File: src/hdl/mrf_pkg.sv
// ----------------------------------------------------------------------------
// mrf_pkg
// Shared types, constants and helper functions of the Modbus request framer.
// ----------------------------------------------------------------------------
package mrf_pkg;

    // frame mode codes
    localparam logic [1:0] MODE_RTU   = 2'd0;
    localparam logic [1:0] MODE_ASCII = 2'd1;
    localparam logic [1:0] MODE_TCP   = 2'd2;

    // configuration register indexes
    localparam logic CFG_FRAME_MODE     = 1'b0;
    localparam logic CFG_LOW_BYTE_FIRST = 1'b1;

    // framing constants
    localparam logic [15:0] CRC_INIT   = 16'hFFFF;
    localparam logic [15:0] CRC_POLY   = 16'hA001;
    localparam logic [7:0]  CHR_COLON  = 8'h3A;
    localparam logic [7:0]  CHR_CR     = 8'h0D;
    localparam logic [7:0]  CHR_LF     = 8'h0A;
    localparam logic [7:0]  CHR_ZERO   = 8'h30;
    localparam logic [7:0]  CHR_A      = 8'h41;
    localparam logic [15:0] TID_RESET  = 16'h0001;

    // result list of one input beat
    localparam int unsigned MAX_BEATS = 7;

    typedef logic [2:0] t_cnt;

    typedef struct packed {
        logic [MAX_BEATS-1:0][7:0] bytes;
        t_cnt                      cnt;
        logic                      fend;
    } t_list;

    // running frame state
    typedef struct packed {
        logic [15:0] crc;
        logic [7:0]  sum;
        logic [15:0] tid;
        logic        in_frame;
    } t_state;

    // one crc-16 step over a byte, lsb first
    function automatic logic [15:0] crc_fold(input logic [15:0] crc_in,
                                             input logic [7:0]  b);
        logic [15:0] c;
        c = crc_in ^ {8'h00, b};
        for (int k = 0; k < 8; k++) begin
            if (c[0]) begin
                c = (c >> 1) ^ CRC_POLY;
            end else begin
                c = c >> 1;
            end
        end
        return c;
    endfunction

    // nibble to uppercase hex character
    function automatic logic [7:0] hex_char(input logic [3:0] nib);
        logic [7:0] r;
        if (nib < 4'd10) begin
            r = CHR_ZERO + {4'h0, nib};
        end else begin
            r = CHR_A + {4'h0, nib} - 8'd10;
        end
        return r;
    endfunction

endpackage

File: src/hdl/mrf_in_if.sv
// ----------------------------------------------------------------------------
// mrf_in_if
// Input channel: one frame byte per beat with its length and end flag.
// ----------------------------------------------------------------------------
interface mrf_in_if;
    logic       valid;
    logic       ready;
    logic [7:0] data_byte;
    logic [7:0] frame_length;
    logic       last_byte;

    modport source (output valid, data_byte, frame_length, last_byte, input ready);
    modport sink   (input valid, data_byte, frame_length, last_byte, output ready);
endinterface

File: src/hdl/mrf_out_if.sv
// ----------------------------------------------------------------------------
// mrf_out_if
// Output channel: one byte or character of the framed stream per beat.
// ----------------------------------------------------------------------------
interface mrf_out_if;
    logic       valid;
    logic       ready;
    logic [7:0] out_byte;
    logic       frame_end;
    logic       run_last;

    modport source (output valid, out_byte, frame_end, run_last, input ready);
    modport sink   (input valid, out_byte, frame_end, run_last, output ready);
endinterface

File: src/hdl/modbus_request_framer_top.sv
// The first result beat is registered and appears in the cycle after its input beat.
// One input beat per cycle while each byte yields one result beat and the output
// is not stalled; a byte of N beats (up to 7) holds the single output lane until all
// are out. ASCII bodies give 2 beats a byte; starts add up to 6 beats, ends up to 4.
// Reset (synchronous, active low): RTU mode, low byte first, CRC 0xFFFF,
// byte sum 0, transaction id 1, no frame open, output empty.
// ----------------------------------------------------------------------------
// modbus_request_framer_top
// Frames Modbus request bytes as RTU, ASCII or TCP streams.
// ----------------------------------------------------------------------------
module modbus_request_framer_top (
    input  logic       i_clk,
    input  logic       i_rst_n,
    mrf_in_if.sink     i_in,
    mrf_out_if.source  o_out,
    input  logic       i_cfg_we,
    input  logic       i_cfg_idx,
    input  logic [1:0] i_cfg_data
);

    logic [1:0]      r_mode;
    logic            r_lbf;
    mrf_pkg::t_state r_state;
    mrf_pkg::t_state n_state;
    mrf_pkg::t_list  list;
    logic            free;
    logic            accept;

    assign i_in.ready = free;
    assign accept     = i_in.valid && free;

    // configuration registers
    always_ff @(posedge i_clk) begin
        if (!i_rst_n) begin
            r_mode <= mrf_pkg::MODE_RTU;
            r_lbf  <= 1'b1;
        end else if (i_cfg_we) begin
            unique case (i_cfg_idx)
                mrf_pkg::CFG_FRAME_MODE:     r_mode <= i_cfg_data;
                mrf_pkg::CFG_LOW_BYTE_FIRST: r_lbf  <= i_cfg_data[0];
                default:                     r_mode <= r_mode;
            endcase
        end
    end

    // frame state
    always_ff @(posedge i_clk) begin
        if (!i_rst_n) begin
            r_state.crc      <= mrf_pkg::CRC_INIT;
            r_state.sum      <= 8'h00;
            r_state.tid      <= mrf_pkg::TID_RESET;
            r_state.in_frame <= 1'b0;
        end else if (accept) begin
            r_state <= n_state;
        end
    end

    mrf_build u_build (
        .i_mode         (r_mode),
        .i_lbf          (r_lbf),
        .i_state        (r_state),
        .i_data_byte    (i_in.data_byte),
        .i_frame_length (i_in.frame_length),
        .i_last_byte    (i_in.last_byte),
        .o_list         (list),
        .o_state        (n_state)
    );

    mrf_emit u_emit (
        .i_clk   (i_clk),
        .i_rst_n (i_rst_n),
        .i_load  (accept),
        .i_list  (list),
        .o_free  (free),
        .o_out   (o_out)
    );

endmodule

File: src/hdl/mrf_build.sv
// ----------------------------------------------------------------------------
// mrf_build
// Builds the list of output beats for one input byte and the next frame state.
// ----------------------------------------------------------------------------
module mrf_build (
    input  logic [1:0]      i_mode,
    input  logic            i_lbf,
    input  mrf_pkg::t_state i_state,
    input  logic [7:0]      i_data_byte,
    input  logic [7:0]      i_frame_length,
    input  logic            i_last_byte,
    output mrf_pkg::t_list  o_list,
    output mrf_pkg::t_state o_state
);

    logic [15:0]    crc_base;
    logic [15:0]    crc_new;
    logic [7:0]     sum_new;
    logic [7:0]     lrc;
    mrf_pkg::t_cnt  k;
    mrf_pkg::t_list lst;

    // checksums restart on the first byte of a frame
    assign crc_base = i_state.in_frame ? i_state.crc : mrf_pkg::CRC_INIT;
    assign crc_new  = mrf_pkg::crc_fold(crc_base, i_data_byte);
    assign sum_new  = (i_state.in_frame ? i_state.sum : 8'h00) + i_data_byte;
    assign lrc      = 8'h00 - sum_new;

    // append prefix, body and trailer beats in order
    always_comb begin
        lst = '0;
        k   = '0;
        if (!i_state.in_frame) begin
            if (i_mode == mrf_pkg::MODE_ASCII) begin
                lst.bytes[k] = mrf_pkg::CHR_COLON;
                k = k + 3'd1;
            end else if (i_mode == mrf_pkg::MODE_TCP) begin
                lst.bytes[k] = i_lbf ? i_state.tid[7:0] : i_state.tid[15:8];
                k = k + 3'd1;
                lst.bytes[k] = i_lbf ? i_state.tid[15:8] : i_state.tid[7:0];
                k = k + 3'd1;
                lst.bytes[k] = 8'h00;
                k = k + 3'd1;
                lst.bytes[k] = 8'h00;
                k = k + 3'd1;
                lst.bytes[k] = i_lbf ? i_frame_length : 8'h00;
                k = k + 3'd1;
                lst.bytes[k] = i_lbf ? 8'h00 : i_frame_length;
                k = k + 3'd1;
            end
        end
        if (i_mode == mrf_pkg::MODE_ASCII) begin
            lst.bytes[k] = mrf_pkg::hex_char(i_data_byte[7:4]);
            k = k + 3'd1;
            lst.bytes[k] = mrf_pkg::hex_char(i_data_byte[3:0]);
            k = k + 3'd1;
        end else begin
            lst.bytes[k] = i_data_byte;
            k = k + 3'd1;
        end
        if (i_last_byte) begin
            if (i_mode == mrf_pkg::MODE_RTU) begin
                lst.bytes[k] = i_lbf ? crc_new[7:0] : crc_new[15:8];
                k = k + 3'd1;
                lst.bytes[k] = i_lbf ? crc_new[15:8] : crc_new[7:0];
                k = k + 3'd1;
            end else if (i_mode == mrf_pkg::MODE_ASCII) begin
                lst.bytes[k] = mrf_pkg::hex_char(lrc[7:4]);
                k = k + 3'd1;
                lst.bytes[k] = mrf_pkg::hex_char(lrc[3:0]);
                k = k + 3'd1;
                lst.bytes[k] = mrf_pkg::CHR_CR;
                k = k + 3'd1;
                lst.bytes[k] = mrf_pkg::CHR_LF;
                k = k + 3'd1;
            end
        end
        lst.cnt  = k;
        lst.fend = i_last_byte;
    end

    assign o_list = lst;

    // next frame state
    always_comb begin
        o_state.tid = i_state.tid;
        if (!i_state.in_frame && i_mode == mrf_pkg::MODE_TCP) begin
            o_state.tid = i_state.tid + 16'd1;
        end
        if (i_last_byte) begin
            o_state.crc      = mrf_pkg::CRC_INIT;
            o_state.sum      = 8'h00;
            o_state.in_frame = 1'b0;
        end else begin
            o_state.crc      = crc_new;
            o_state.sum      = sum_new;
            o_state.in_frame = 1'b1;
        end
    end

endmodule

File: src/hdl/mrf_emit.sv
// ----------------------------------------------------------------------------
// mrf_emit
// Result register: holds the beat list of one input byte and shifts it out.
// ----------------------------------------------------------------------------
module mrf_emit (
    input  logic           i_clk,
    input  logic           i_rst_n,
    input  logic           i_load,
    input  mrf_pkg::t_list i_list,
    output logic           o_free,
    mrf_out_if.source      o_out
);

    logic [mrf_pkg::MAX_BEATS-1:0][7:0] r_bytes, n_bytes;
    mrf_pkg::t_cnt                      r_left,  n_left;
    logic                               r_fend,  n_fend;
    logic                               beat;

    assign beat   = o_out.valid && o_out.ready;
    // free when empty or the last pending beat goes out now
    assign o_free = (r_left == 3'd0) || (r_left == 3'd1 && o_out.ready);

    // shift on each beat, reload on a new list
    always_comb begin
        n_bytes = r_bytes;
        n_left  = r_left;
        n_fend  = r_fend;
        if (i_load) begin
            n_bytes = i_list.bytes;
            n_left  = i_list.cnt;
            n_fend  = i_list.fend;
        end else if (beat) begin
            n_bytes = {8'h00, r_bytes[mrf_pkg::MAX_BEATS-1:1]};
            n_left  = r_left - 3'd1;
        end
    end

    always_ff @(posedge i_clk) begin
        r_bytes <= n_bytes;
        r_fend  <= n_fend;
        if (!i_rst_n) begin
            r_left <= '0;
        end else begin
            r_left <= n_left;
        end
    end

    assign o_out.valid     = (r_left != 3'd0);
    assign o_out.out_byte  = r_bytes[0];
    assign o_out.run_last  = (r_left == 3'd1);
    assign o_out.frame_end = (r_left == 3'd1) && r_fend;

endmodule

File: src/flat_wrapper.sv
// flat-port wrapper written by rule: the top's interface ports become plain ports
module modbus_request_framer_top_flat 
  (i_clk, i_rst_n, i_cfg_we, i_cfg_idx, i_cfg_data, i_in_valid, i_in_data_byte, i_in_frame_length, i_in_last_byte, i_in_ready, o_out_valid, o_out_out_byte, o_out_frame_end, o_out_run_last, o_out_ready);
  mrf_in_if i_in_i ();
  mrf_out_if o_out_i ();
  input  logic i_clk;
  input  logic i_rst_n;
  input  logic i_cfg_we;
  input  logic i_cfg_idx;
  input  logic [1:0] i_cfg_data;
  input wire logic [$bits(i_in_i.valid)-1:0] i_in_valid;
  input wire logic [$bits(i_in_i.data_byte)-1:0] i_in_data_byte;
  input wire logic [$bits(i_in_i.frame_length)-1:0] i_in_frame_length;
  input wire logic [$bits(i_in_i.last_byte)-1:0] i_in_last_byte;
  output wire logic [$bits(i_in_i.ready)-1:0] i_in_ready;
  output wire logic [$bits(o_out_i.valid)-1:0] o_out_valid;
  output wire logic [$bits(o_out_i.out_byte)-1:0] o_out_out_byte;
  output wire logic [$bits(o_out_i.frame_end)-1:0] o_out_frame_end;
  output wire logic [$bits(o_out_i.run_last)-1:0] o_out_run_last;
  input wire logic [$bits(o_out_i.ready)-1:0] o_out_ready;
  assign i_in_i.valid = i_in_valid;
  assign i_in_i.data_byte = i_in_data_byte;
  assign i_in_i.frame_length = i_in_frame_length;
  assign i_in_i.last_byte = i_in_last_byte;
  assign i_in_ready = i_in_i.ready;
  assign o_out_valid = o_out_i.valid;
  assign o_out_out_byte = o_out_i.out_byte;
  assign o_out_frame_end = o_out_i.frame_end;
  assign o_out_run_last = o_out_i.run_last;
  assign o_out_i.ready = o_out_ready;
  modbus_request_framer_top u_core (.i_clk(i_clk), .i_rst_n(i_rst_n), .i_in(i_in_i), .o_out(o_out_i), .i_cfg_we(i_cfg_we), .i_cfg_idx(i_cfg_idx), .i_cfg_data(i_cfg_data));
endmodule
File: config.mk
export PLATFORM = sky130hd
export DESIGN_NAME = modbus_request_framer_top_flat
export DESIGN_NICKNAME = d
export VERILOG_FILES = /design/src/hdl/mrf_pkg.sv /design/src/hdl/mrf_in_if.sv /design/src/hdl/mrf_out_if.sv /design/src/hdl/modbus_request_framer_top.sv /design/src/hdl/mrf_build.sv /design/src/hdl/mrf_emit.sv /design/src/flat_wrapper.sv
export SDC_FILE = /design/constraint.sdc
export NUM_CORES = 1
export LEC_CHECK = 0
export BUFFER_PORTS_ARGS = -buffer_cell sky130_fd_sc_hd__buf_4
export CORE_MARGIN = 2
export CORE_UTILIZATION = 45
export CTS_CLUSTER_SIZE = 24
export DETAILED_ROUTE_END_ITERATION = 8
export GPL_TIMING_DRIVEN = 0
export SYNTH_ARGS = -nofsm -noshare
export SYNTH_HDL_FRONTEND = slang
export SYNTH_SLANG_ARGS = --single-unit
File: constraint.sdc
create_clock -name i_clk -period 5.2 [get_ports i_clk]
set_clock_uncertainty 0.1 [all_clocks]
set_input_delay 0.52 -clock i_clk [delete_from_list [all_inputs] [get_ports i_clk]]
set_output_delay 0.52 -clock i_clk [all_outputs]
set_load 0.05 [all_outputs]
==> results by group, run 1 <==
Cells and area
  – Fin cells: ~1200
  – Proportion of layout cells with a drive suffix above 1: 0.104
  – Antenna cells: 0
  – Summed area of non-filler cells in the final layout: 8550 um2
  – NumNets Final: just over 1000
  – Fillcell total: ~1600
  – P&R area growth vs syn: 11.3%

Clocking
  – Number of clock sinks seen by CTS: approximately 100
  – CTS max path bufs: 2
  – Insertion delay to the later sink of the worst-skew pair: 370 ps
  – Clock H-tree levels: 3
  – Setup Fix Bufs, Post-CTS: 0
  – CTS buffer count: 9
  – Clock tree from TritonCTS: done
  – Clock Pin Slew Worst Setup and Hold Paths: 80 ps
  – Clock root buffer: clkbuf_16

Placed design
  – Final HPWL DP: about 21000 um
  – Number of cells in the design after placement: between 1000 and 1500
  – Post-Place Setup Slack: -702 ps
  – GPL Wtd Cong: 1.04
  – Dpl cell area: around 8200 um2
  – Port Buf Inserts: 35

Setup path
  – Bufs and invs on worst path: 3
  – Required time reported for the critical path endpoint: around 5200 ps
  – Slowest CP cell: fa_1
  – Kind of start point of the critical path: flop
  – Largest fanout on the critical path: 19
  – Cell Chain, Critical Path: clkbuf_4 -> clkbuf_8 -> and2_1 -> ha_1 -> inv_1 -> fa_1 -> nand2b_1 -> a21oi_2 -> xnor2_1 -> nand3_2 -> xnor2_1 -> ha_1 -> nor4_1 -> o21ai_0 -> a31oi_2 -> o21ai_0 -> a31o_2
  – Gate family responsible for the most delay along the worst path: compound AO/OA/AOI/OAI gates
  – Arrival time of the worst setup path: 4970 ps
  – CP endpoint kind: flop
  – Critical Path Max Stage Delay: roughly 500 ps
  – Category of the critical setup timing path: reg -> reg

Drt
  – Wire length after detailed routing: 27700 um
  – Routed WL per cell: roughly 23 um
  – DRC violation count after routing: 0
  – First drt pass iteration count: 7
  – Antenna Violating Nets Remaining: 0
  – DR iter-0 viols: ~760
  – Routed vias/inst: approximately 6
  – Total number of vias: around 7400

Logic synthesis
  – Number of distinct standard cells referenced by the synthesized netlist: 85
  – Sequential fraction of the synthesis area: 0.346
  – Cells after Synth: 929
  – Mean Syn Cell Area: just over 8 um2
  – Synth area leader: edfxtp_1
  – Net count of the mapped netlist: 971
  – Post-synth ARST share: 0
  – Flip-flop cell with the highest count after synthesis: edfxtp_1
  – Flop and latch count out of synthesis: 104
  – Most area-consuming cells after synthesis: edfxtp_1 22%, dfxtp_1 12%, xnor2_1 5.6%
  – Count of flip-flops with a built-in enable after synthesis: 57
  – Synthesized cell area: between 7000 and 8000 um2
  – Yosys synthesis warning count: 0
  – Share of the synthesized area in the top cell type: 0.223

STA
  – Number of setup violations in the final report: 0
  – Final number of max-transition violations: 0
  – Tmin final: 4940 ps
  – Slew at the pin with the worst max-slew slack: about 1100 ps
  – Fmax: between 200 and 250 MHz
  – Setup Total Neg Slack: 0 ps
  – Hold_ws: 241 ps
  – Relative slew margins: 0.275
  – Share of the clock period used by the worst path: 0.951
  – Final hold vios: 0
  – Unrepaired setup endpoints after global routing: false
  – Post-route setup slack: 257 ps

GRT
  – First-pass GRT wire length: 41900 um
  – Pin count of the biggest net entering global routing: 36
  – Via count of the first global-routing pass: slightly above 7000
  – Total track usage: 0.311
  – Leftover overflow at the end of global routing: 0
  – Antenna violations before repair: 0

Pwr
  – Power per unit of standard cell area: 467 nW/um2
  – Largest voltage drop on the vdd net: 424 uV
  – Leakage dissipation: about 0.0032 uW

Floorplan
  – Height of the die: between 100 and 150 um
  – Die width: 135 um
  – Placeable core region: around 17000 um2
  – FP Rows: 47
  – DIE AREA: between 15000 and 20000 um2
  – Total I/O pin count: 37
  – Initial standard-cell utilization of the core: 0.461

Hold path
  – Class of the worst hold path: in -> reg

Flow run
  – Max-Cap Viols: 0

Outcome
  – Outcome: finished clean
==> cell families (layout without fill, tap and decap cells) <==
family	count (synthesis)	in the layout	synth area share
compound gates	259	259	0.220
xor+xnor	63	63	0.0838
fa+ha+maj	17	17	0.0287
buf+inv	97	147	0.0584
flops	104	104	0.346
mux	32	32	0.0427
simple gates	357	357	0.221
==> power by group <==
| part | total, uW | switching (uW) | internal, uW |
|---|---|---|---|
| sequential | 1360 | 108 | 1250 |
| combinational | 1910 | 1300 | 612 |
| clock | 720 | 339 | 381 |
==> worst paths after layout <==
kind / from / endpoint / slack [ps] / depth (start not counted)
min: i_in_last_byte / u_core.u_emit.r_fend$_DFFE_PP_ / 240 / 1
max: u_core.r_state[0]$_SDFFE_PN0P_ / u_core.u_emit.r_bytes[28]$_DFFE_PP_ / 260 / 17
max reg2reg: u_core.r_state[0]$_SDFFE_PN0P_ / u_core.u_emit.r_bytes[28]$_DFFE_PP_ / 260 / 17
min reg2reg: u_core.r_state[17]$_SDFFE_PN0P_ / u_core.r_state[17]$_SDFFE_PN0P_ / 370 / 2
==> cells in the final DEF, fill, tap and decap left out, types with 22 or more instances in the layout <==
cell type  instances
mux2i_1           26
a21oi_1           69
buf_4             44
o21ai_0           74
and2_1            28
inv_1             22
xnor2_1           49
nand3_1           23
nand2_1          110
clkbuf_1          45
dfxtp_1           47
edfxtp_1          57
nor3_1            27
nor2_1           104
==> flip-flops by register name (all words and copies together), names as in the netlist <==
name                          flops
u_core.r_lbf                      1
u_core.r_mode                     2
u_core.r_state                   41
u_core.u_emit.o_out.out_byte      8
u_core.u_emit.r_bytes            48
u_core.u_emit.r_fend              1
u_core.u_emit.r_left              3
==> stage by stage <==
stage          power, uW  utilization
4_1_cts             3950        0.513
3_5_place_dp        3230        0.495
5_1_grt             4170        0.513
3_3_place_gp        3230        0.494
2_1_floorplan       2590            -
6_report            3990        0.513
==> area by class of cell <==
class	instances	area (um2)	share of cell area
well taps	220	275	0.0322
plain buffers	68	343	0.0401
inverters	27	101	0.0119
clock inverters	6	75.1	0.00878
clock buffers	10	229	0.0268
repair buffers	36	283	0.0331
multi-input cells	728	4590	0.537
flip-flops and latches	104	2650	0.310
==> per-layer routing <==
layer  track usage  part of all wire
met4         0.140             0.044
met1         0.427              0.44
met2         0.459              0.42
met3        0.0841             0.095
met5             0                 0
==> cells in the mapped netlist, types with 6 or more instances <==
cell type,number
nor2b_1,19
clkbuf_1,47
ha_1,16
nand2_1,110
a221oi_1,9
a22oi_1,7
xor2_1,6
a22o_1,6
xnor2_1,49
nand3_1,23
a21oi_1,69
o22ai_1,16
and3_1,6
nor2_1,104
a31oi_1,7
edfxtp_1,57
o31ai_1,8
o21ai_0,74
nand2b_1,12
inv_1,23
dfxtp_1,47
buf_4,9
mux2i_1,26
nor3_1,27
and2_1,28
==> what timing repair did <==
| item | CTS | global route |
|---|---|---|
| resized for setup | 1 | 3 |
| pin swaps | 0 | 0 |
| endpoints found under the setup margin | 16 | 3 |
| hold buffers | 0 | 0 |
No activity file was read; power rests on OpenSTA's default activity.
==> inputs of run 2 (changes only) <==
PLACE_DENSITY_LB_ADDON = 0.05   (was unset)
==> results by group, run 2 (synthesized netlist as in run 1, its figures left out) <==
Placed design
  – GPL Wtd Cong: 1.06 (was 1.04)
  – Final HPWL DP: 21500 um (was 21200 um)
  – Port Buf Inserts: 35 (unchanged)
  – Number of cells in the design after placement: 1185 (unchanged)
  – Dpl cell area: 8230 um2 (unchanged)

Hold path
  – Hold path startpoint: i_in_last_byte (unchanged)
  – Class of the worst hold path: in -> reg (unchanged)
  – Depth of the worst hold-timing path: 1 (unchanged)

Floorplan
  – Placeable core region: 16600 um2 (unchanged)
  – Initial standard-cell utilization of the core: 0.461 (unchanged)
  – FP Rows: 47 (unchanged)
  – DIE AREA: 18100 um2 (unchanged)
  – Total I/O pin count: 37 (unchanged)
  – Die width: 135 um (unchanged)
  – Height of the die: 135 um (unchanged)

GRT
  – First-pass GRT wire length: 42400 um (was 41900 um)
  – Leftover overflow at the end of global routing: 0 (unchanged)
  – Antenna violations before repair: 0 (unchanged)
  – Via count of the first global-routing pass: 6795 (was 7088)
  – Total track usage: 0.315 (was 0.311)
  – Pin count of the biggest net entering global routing: 33 (was 36)

STA
  – Relative slew margins: 0.134 (was 0.275)
  – Share of the clock period used by the worst path: 0.948 (was 0.951)
  – Final hold vios: 0 (unchanged)
  – Number of setup violations in the final report: 0 (unchanged)
  – Unrepaired setup endpoints after global routing: false (unchanged)
  – Fmax: 203 MHz (was 202 MHz)
  – Slew at the pin with the worst max-slew slack: 1300 ps (was 1080 ps)
  – Final number of max-transition violations: 0 (unchanged)
  – Hold_ws: 247 ps (was 241 ps)
  – Tmin final: 4930 ps (was 4940 ps)

Pwr
  – Sw Share: 0.439 (was 0.438)
  – Combinational Power Share: 0.474 (was 0.479)
  – Portion of total power attributed to sequential cells: 0.341 (was 0.340)
  – Leakage dissipation: 0.00324 uW (was 0.00323 uW)
  – Net load switching power: 1770 uW (was 1750 uW)
  – Power per unit of standard cell area: 471 nW/um2 (was 467 nW/um2)
  – Largest voltage drop on the vdd net: 252 uV (was 424 uV)
  – Part of the total power dissipated in the clock network: 0.185 (was 0.180)
  – Pint: 2260 uW (was 2240 uW)

Clocking
  – Clock tree from TritonCTS: done (unchanged)
  – Clock Pin Slew Worst Setup and Hold Paths: 80 ps (about the same)
  – Insertion delay to the later sink of the worst-skew pair: 370 ps (about the same)
  – Number of clock sinks seen by CTS: 104 (unchanged)
  – CTS buffer count: 9 (unchanged)
  – CTS max path bufs: 2 (unchanged)
  – Setup Fix Bufs, Post-CTS: 0 (unchanged)
  – Clock root buffer: clkbuf_16 (unchanged)
  – Clock H-tree levels: 3 (unchanged)

Outcome
  – Outcome: finished clean (unchanged)

Drt
  – DRC violation count after routing: 0 (unchanged)
  – Routed vias/inst: 6.13 (was 6.16)
  – Antenna Violating Nets Remaining: 0 (unchanged)
  – Total number of vias: 7355 (was 7381)
  – DR iter-0 viols: 787 (was 762)
  – Wire length after detailed routing: 28400 um (was 27700 um)
  – Routed WL per cell: 23.7 um (was 23.1 um)
  – First drt pass iteration count: 6 (was 7)

Cells and area
  – Most common cell after layout, fill and taps aside: nand2_1 (unchanged)
  – NumNets Final: 1016 (unchanged)
  – Antenna cells: 0 (unchanged)
  – Highest-count cells in the layout ignoring fill and taps: 110 x nand2_1, 104 x nor2_1, 74 x o21ai_0, 69 x a21oi_1, 57 x edfxtp_1 (unchanged)
  – Max reg flops: 48 (unchanged)
  – Fin cells: 1199 (unchanged)
  – Most flop-heavy register: u_core.u_emit.r_bytes (unchanged)
  – Summed area of non-filler cells in the final layout: 8540 um2 (was 8550 um2)
  – P&R area growth vs syn: 11.3% (about the same)
  – Proportion of layout cells with a drive suffix above 1: 0.106 (was 0.104)

Setup path
  – Kind of start point of the critical path: flop (unchanged)
  – CP endpoint kind: flop (unchanged)
  – Category of the critical setup timing path: reg -> reg (unchanged)
  – Critical Path Source: u_core.r_state[0]$_SDFFE_PN0P_ (unchanged)
  – Cell Chain, Critical Path: clkbuf_4 -> clkbuf_8 -> and2_1 -> ha_1 -> inv_1 -> fa_1 -> nand2b_1 -> a21oi_2 -> xnor2_1 -> nand3_2 -> xnor2_1 -> ha_1 -> nor4_1 -> o21ai_0 -> a31oi_2 -> o21ai_0 -> a221oi_1 (was clkbuf_4 -> clkbuf_8 -> and2_1 -> ha_1 -> inv_1 -> fa_1 -> nand2b_1 -> a21oi_2 -> xnor2_1 -> nand3_2 -> xnor2_1 -> ha_1 -> nor4_1 -> o21ai_0 -> a31oi_2 -> o21ai_0 -> a31o_2)
  – R2r endpoint: u_core.u_emit.r_bytes[22]$_DFFE_PP_ (was u_core.u_emit.r_bytes[28]$_DFFE_PP_)
  – Largest fanout on the critical path: 19 (unchanged)
  – Beginning of the worst register-to-register path: u_core.r_state[0]$_SDFFE_PN0P_ (unchanged)
  – Required time reported for the critical path endpoint: 5270 ps (was 5230 ps)
  – Length in cells of the worst reg-to-reg path: 17 (unchanged)
  – Arrival time of the worst setup path: 5000 ps (was 4970 ps)
  – Critical Path Max Stage Delay: 510 ps (was 500 ps)
  – End point of the critical path: u_core.u_emit.r_bytes[22]$_DFFE_PP_ (was u_core.u_emit.r_bytes[28]$_DFFE_PP_)
  – Slowest CP cell: dfxtp_2 (was fa_1)
  – Reg-to-reg setup timing slack: 270 ps (was 260 ps)

Flow run
  – Max-Cap Viols: 0 (unchanged)
-- run 2: worst min path at each step --
stage	end
final	u_core.u_emit.r_fend$_DFFE_PP_
after global routing	u_core.u_emit.r_fend$_DFFE_PP_
after CTS	u_core.u_emit.r_fend$_DFFE_PP_
after detailed placement	u_core.r_state[17]$_SDFFE_PN0P_
after global placement	u_core.r_state[17]$_SDFFE_PN0P_
after floorplan	u_core.r_state[17]$_SDFFE_PN0P_
-- run 2: critical path: cells and delay by family (launching register included) --
family	cells	cell delay, ps
AO/OA/AOI/OAI	5	1160
adder cells (fa/ha/maj)	3	980
AND/OR/NAND/NOR	4	910
buffers and inverters	3	600
flip-flops	1	510
XOR/XNOR	2	450
-- run 2: power by group through the flow --
stage               Sequential [uW]  Clock [uW]  Combinational, uW
global placement               1380           0               1860
detailed placement             1380           0               1880
CTS                            1370         752               1870
finish                         1370         745               1910
global route                   1390         777               2030
floorplan                      1330           0               1260
-- run 2: what timing repair did --
action / in CTS / in global routing
pin swaps: 0 / 2
gates cloned: 0 / 0
resized for setup: 1 / 3
hold buffers: 0 / 0
endpoints found under the setup margin: 13 / 4
-- run 2: cell type report --
class / count / area [um2]
multi-input cells: 728 / 4580
plain buffers: 68 / 343
clock buffers: 10 / 239
fillers: 1643 / 8100
inverters: 27 / 101
flip-flops and latches: 104 / 2650
well taps: 220 / 275
clock inverters: 6 / 71.3
repair buffers: 36 / 283
-- run 2: metal layers --
layer / vias up / wire length (um) / global-route usage
met5: - / 0 / 0
met4: 0 / 662 / 0.0842
li1: 3408 / - / -
met2: 369 / 12500 / 0.493
met3: 51 / 2430 / 0.0533
met1: 3527 / 12800 / 0.452
-- run 2: through the flow --
step,setup WS [ps],util,total power (uW),TNS [ps]
floorplan,541,-,2590,0
global placement,-663,0.494,3240,-3420
detailed placement,-654,0.495,3260,-3180
CTS,100,0.513,3990,0
global route,15.6,0.513,4200,0
finish,269,0.513,4030,0
==> inputs of run 3 (changes only) <==
clock period = 5.8 ns   (was 5.2 ns; I/O delays follow)
==> results by group, run 3 (synthesized netlist as in run 1, its figures left out) <==
Outcome
  – Outcome: finished clean (unchanged)

Drt
  – Antenna Violating Nets Remaining: 0 (unchanged)
  – Sum of met3 wire segment lengths after detailed routing: 2510 um (was 2430 um)
  – DR iter-0 viols: 787 (unchanged)
  – Routed vias/inst: 6.17 (was 6.13)
  – Routed length on met1: 12700 um (was 12800 um)
  – DRC violation count after routing: 0 (unchanged)
  – First drt pass iteration count: 6 (unchanged)
  – Top routing layer used: met4 (unchanged)
  – Wire length on met2: 12500 um (about the same)
  – Wire length after detailed routing: 28400 um (about the same)
  – Total number of vias: 7409 (was 7355)
  – Routed WL per cell: 23.6 um (was 23.7 um)

Pwr
  – Leakage dissipation: 0.00324 uW (about the same)
  – Final Power: 3610 uW (was 4030 uW)
  – Power per unit of standard cell area: 422 nW/um2 (was 471 nW/um2)
  – Largest voltage drop on the vdd net: 226 uV (was 252 uV)

STA
  – Slew at the pin with the worst max-slew slack: 1300 ps (about the same)
  – Unrepaired setup endpoints after global routing: false (unchanged)
  – Hold_ws: 307 ps (was 247 ps)
  – Share of the clock period used by the worst path: 0.921 (was 0.948)
  – Fmax: 187 MHz (was 203 MHz)
  – Final number of max-transition violations: 0 (unchanged)
  – Relative slew margins: 0.130 (was 0.134)
  – Number of setup violations in the final report: 0 (unchanged)
  – Tmin final: 5340 ps (was 4930 ps)
  – Post-route setup slack: 456 ps (was 269 ps)
  – Final hold vios: 0 (unchanged)

Cells and area
  – Most common cell after layout, fill and taps aside: nand2_1 (unchanged)
  – Max reg flops: 48 (unchanged)
  – Summed area of non-filler cells in the final layout: 8540 um2 (unchanged)
  – Antenna cells: 0 (unchanged)
  – P&R area growth vs syn: 11.3% (unchanged)
  – Proportion of layout cells with a drive suffix above 1: 0.105 (was 0.106)
  – NumNets Final: 1017 (was 1016)
  – Highest-count cells in the layout ignoring fill and taps: 110 x nand2_1, 104 x nor2_1, 74 x o21ai_0, 69 x a21oi_1, 57 x edfxtp_1 (unchanged)
  – Most flop-heavy register: u_core.u_emit.r_bytes (unchanged)
  – Final core occ: 0.513 (unchanged)

Setup path
  – Required time reported for the critical path endpoint: 5870 ps (was 5270 ps)
  – Kind of start point of the critical path: flop (unchanged)
  – Category of the critical setup timing path: reg -> reg (unchanged)
  – CP endpoint kind: flop (unchanged)
  – Largest fanout on the critical path: 19 (unchanged)
  – Arrival time of the worst setup path: 5410 ps (was 5000 ps)

Floorplan
  – Initial standard-cell utilization of the core: 0.461 (unchanged)
  – Total I/O pin count: 37 (unchanged)
  – Placeable core region: 16600 um2 (unchanged)
  – FP Rows: 47 (unchanged)
  – DIE AREA: 18100 um2 (unchanged)
  – Height of the die: 135 um (unchanged)
  – Die width: 135 um (unchanged)

GRT
  – Pin count of the biggest net entering global routing: 33 (unchanged)
  – Total track usage: 0.315 (about the same)
  – First-pass GRT wire length: 42400 um (about the same)
  – Via count of the first global-routing pass: 6801 (was 6795)
  – Leftover overflow at the end of global routing: 0 (unchanged)
  – Antenna violations before repair: 0 (unchanged)

Clocking
  – Cts-stage hold buffer count: 0 (unchanged)
  – CTS buffer count: 9 (unchanged)
  – Clock H-tree levels: 3 (unchanged)
  – CTS max path bufs: 2 (unchanged)
  – Clock root buffer: clkbuf_16 (unchanged)
  – Insertion delay to the later sink of the worst-skew pair: 370 ps (about the same)
  – Clock Pin Slew Worst Setup and Hold Paths: 80 ps (about the same)
  – Clock tree from TritonCTS: done (unchanged)
  – Number of clock sinks seen by CTS: 104 (unchanged)

Hold path
  – Class of the worst hold path: in -> reg (unchanged)

Placed design
  – GPL Wtd Cong: 1.06 (unchanged)
  – Port Buf Inserts: 35 (unchanged)
  – Final HPWL DP: 21500 um (unchanged)
  – Dpl cell area: 8230 um2 (unchanged)
  – Post-Place Setup Slack: -54.0 ps (was -654 ps)

Flow run
  – Max-Cap Viols: 0 (unchanged)
run 3: critical path: stages, from the launching register on:
cell	delay, ps
dfxtp_1	390
clkbuf_1	450
clkbuf_2	340
clkbuf_8	270
and2_1	160
ha_1	200
inv_1	60
fa_1	480
nand2b_1	200
a21oi_2	190
xnor2_1	250
nand3_2	260
xnor2_1	210
ha_1	310
nor4_1	280
o21ai_0	130
a31oi_2	350
o21ai_0	160
a221oi_1	340
run 3: per-layer routing:
metal | vias to the layer above | track usage
met2 | 381 | 0.494
li1 | 3410 | -
met4 | 0 | 0.0842
met3 | 48 | 0.0533
met5 | - | 0
met1 | 3570 | 0.452
run 3: what timing repair did:
action | 4_1_cts | 5_1_grt
setup buffers | 0 | 0
endpoints found under the setup margin | 3 | 2
endpoints found under the hold margin | 0 | 0
gates resized for setup | 0 | 2
run 3: worst paths after layout:
check / to / start / slack, ps / cells after the start
setup / recovery: u_core.u_emit.r_bytes[22]$_DFFE_PP_ / u_core.r_state[0]$_SDFFE_PN0P_ / 460 / 18
hold / removal: u_core.u_emit.r_fend$_DFFE_PP_ / i_in_last_byte / 310 / 1
setup reg to reg: u_core.u_emit.r_bytes[22]$_DFFE_PP_ / u_core.r_state[0]$_SDFFE_PN0P_ / 460 / 18
hold reg to reg: u_core.r_state[17]$_SDFFE_PN0P_ / u_core.r_state[17]$_SDFFE_PN0P_ / 370 / 2
run 3: layout make-up:
type,instances,area (um2)
Fill cell,1644,8100
Multi-Input combinational cell,728,4580
Inverter,27,101
Tap cell,220,275
Timing Repair Buffer,36,283
Sequential cell,104,2650
Buffer,69,344
Clock buffer,10,239
Clock inverter,6,71.3
run 3: power by group:
group	internal, uW	switching, uW
Combinational	548	1170
Sequential	1120	101
Clock	354	313
run 3: per-stage QoR:
step,setup TNS [ps],cells
floorplan,0,929
global placement,-112,1184
detailed placement,-91.8,1185
CTS,0,1200
global route,0,1200
finish,0,1200
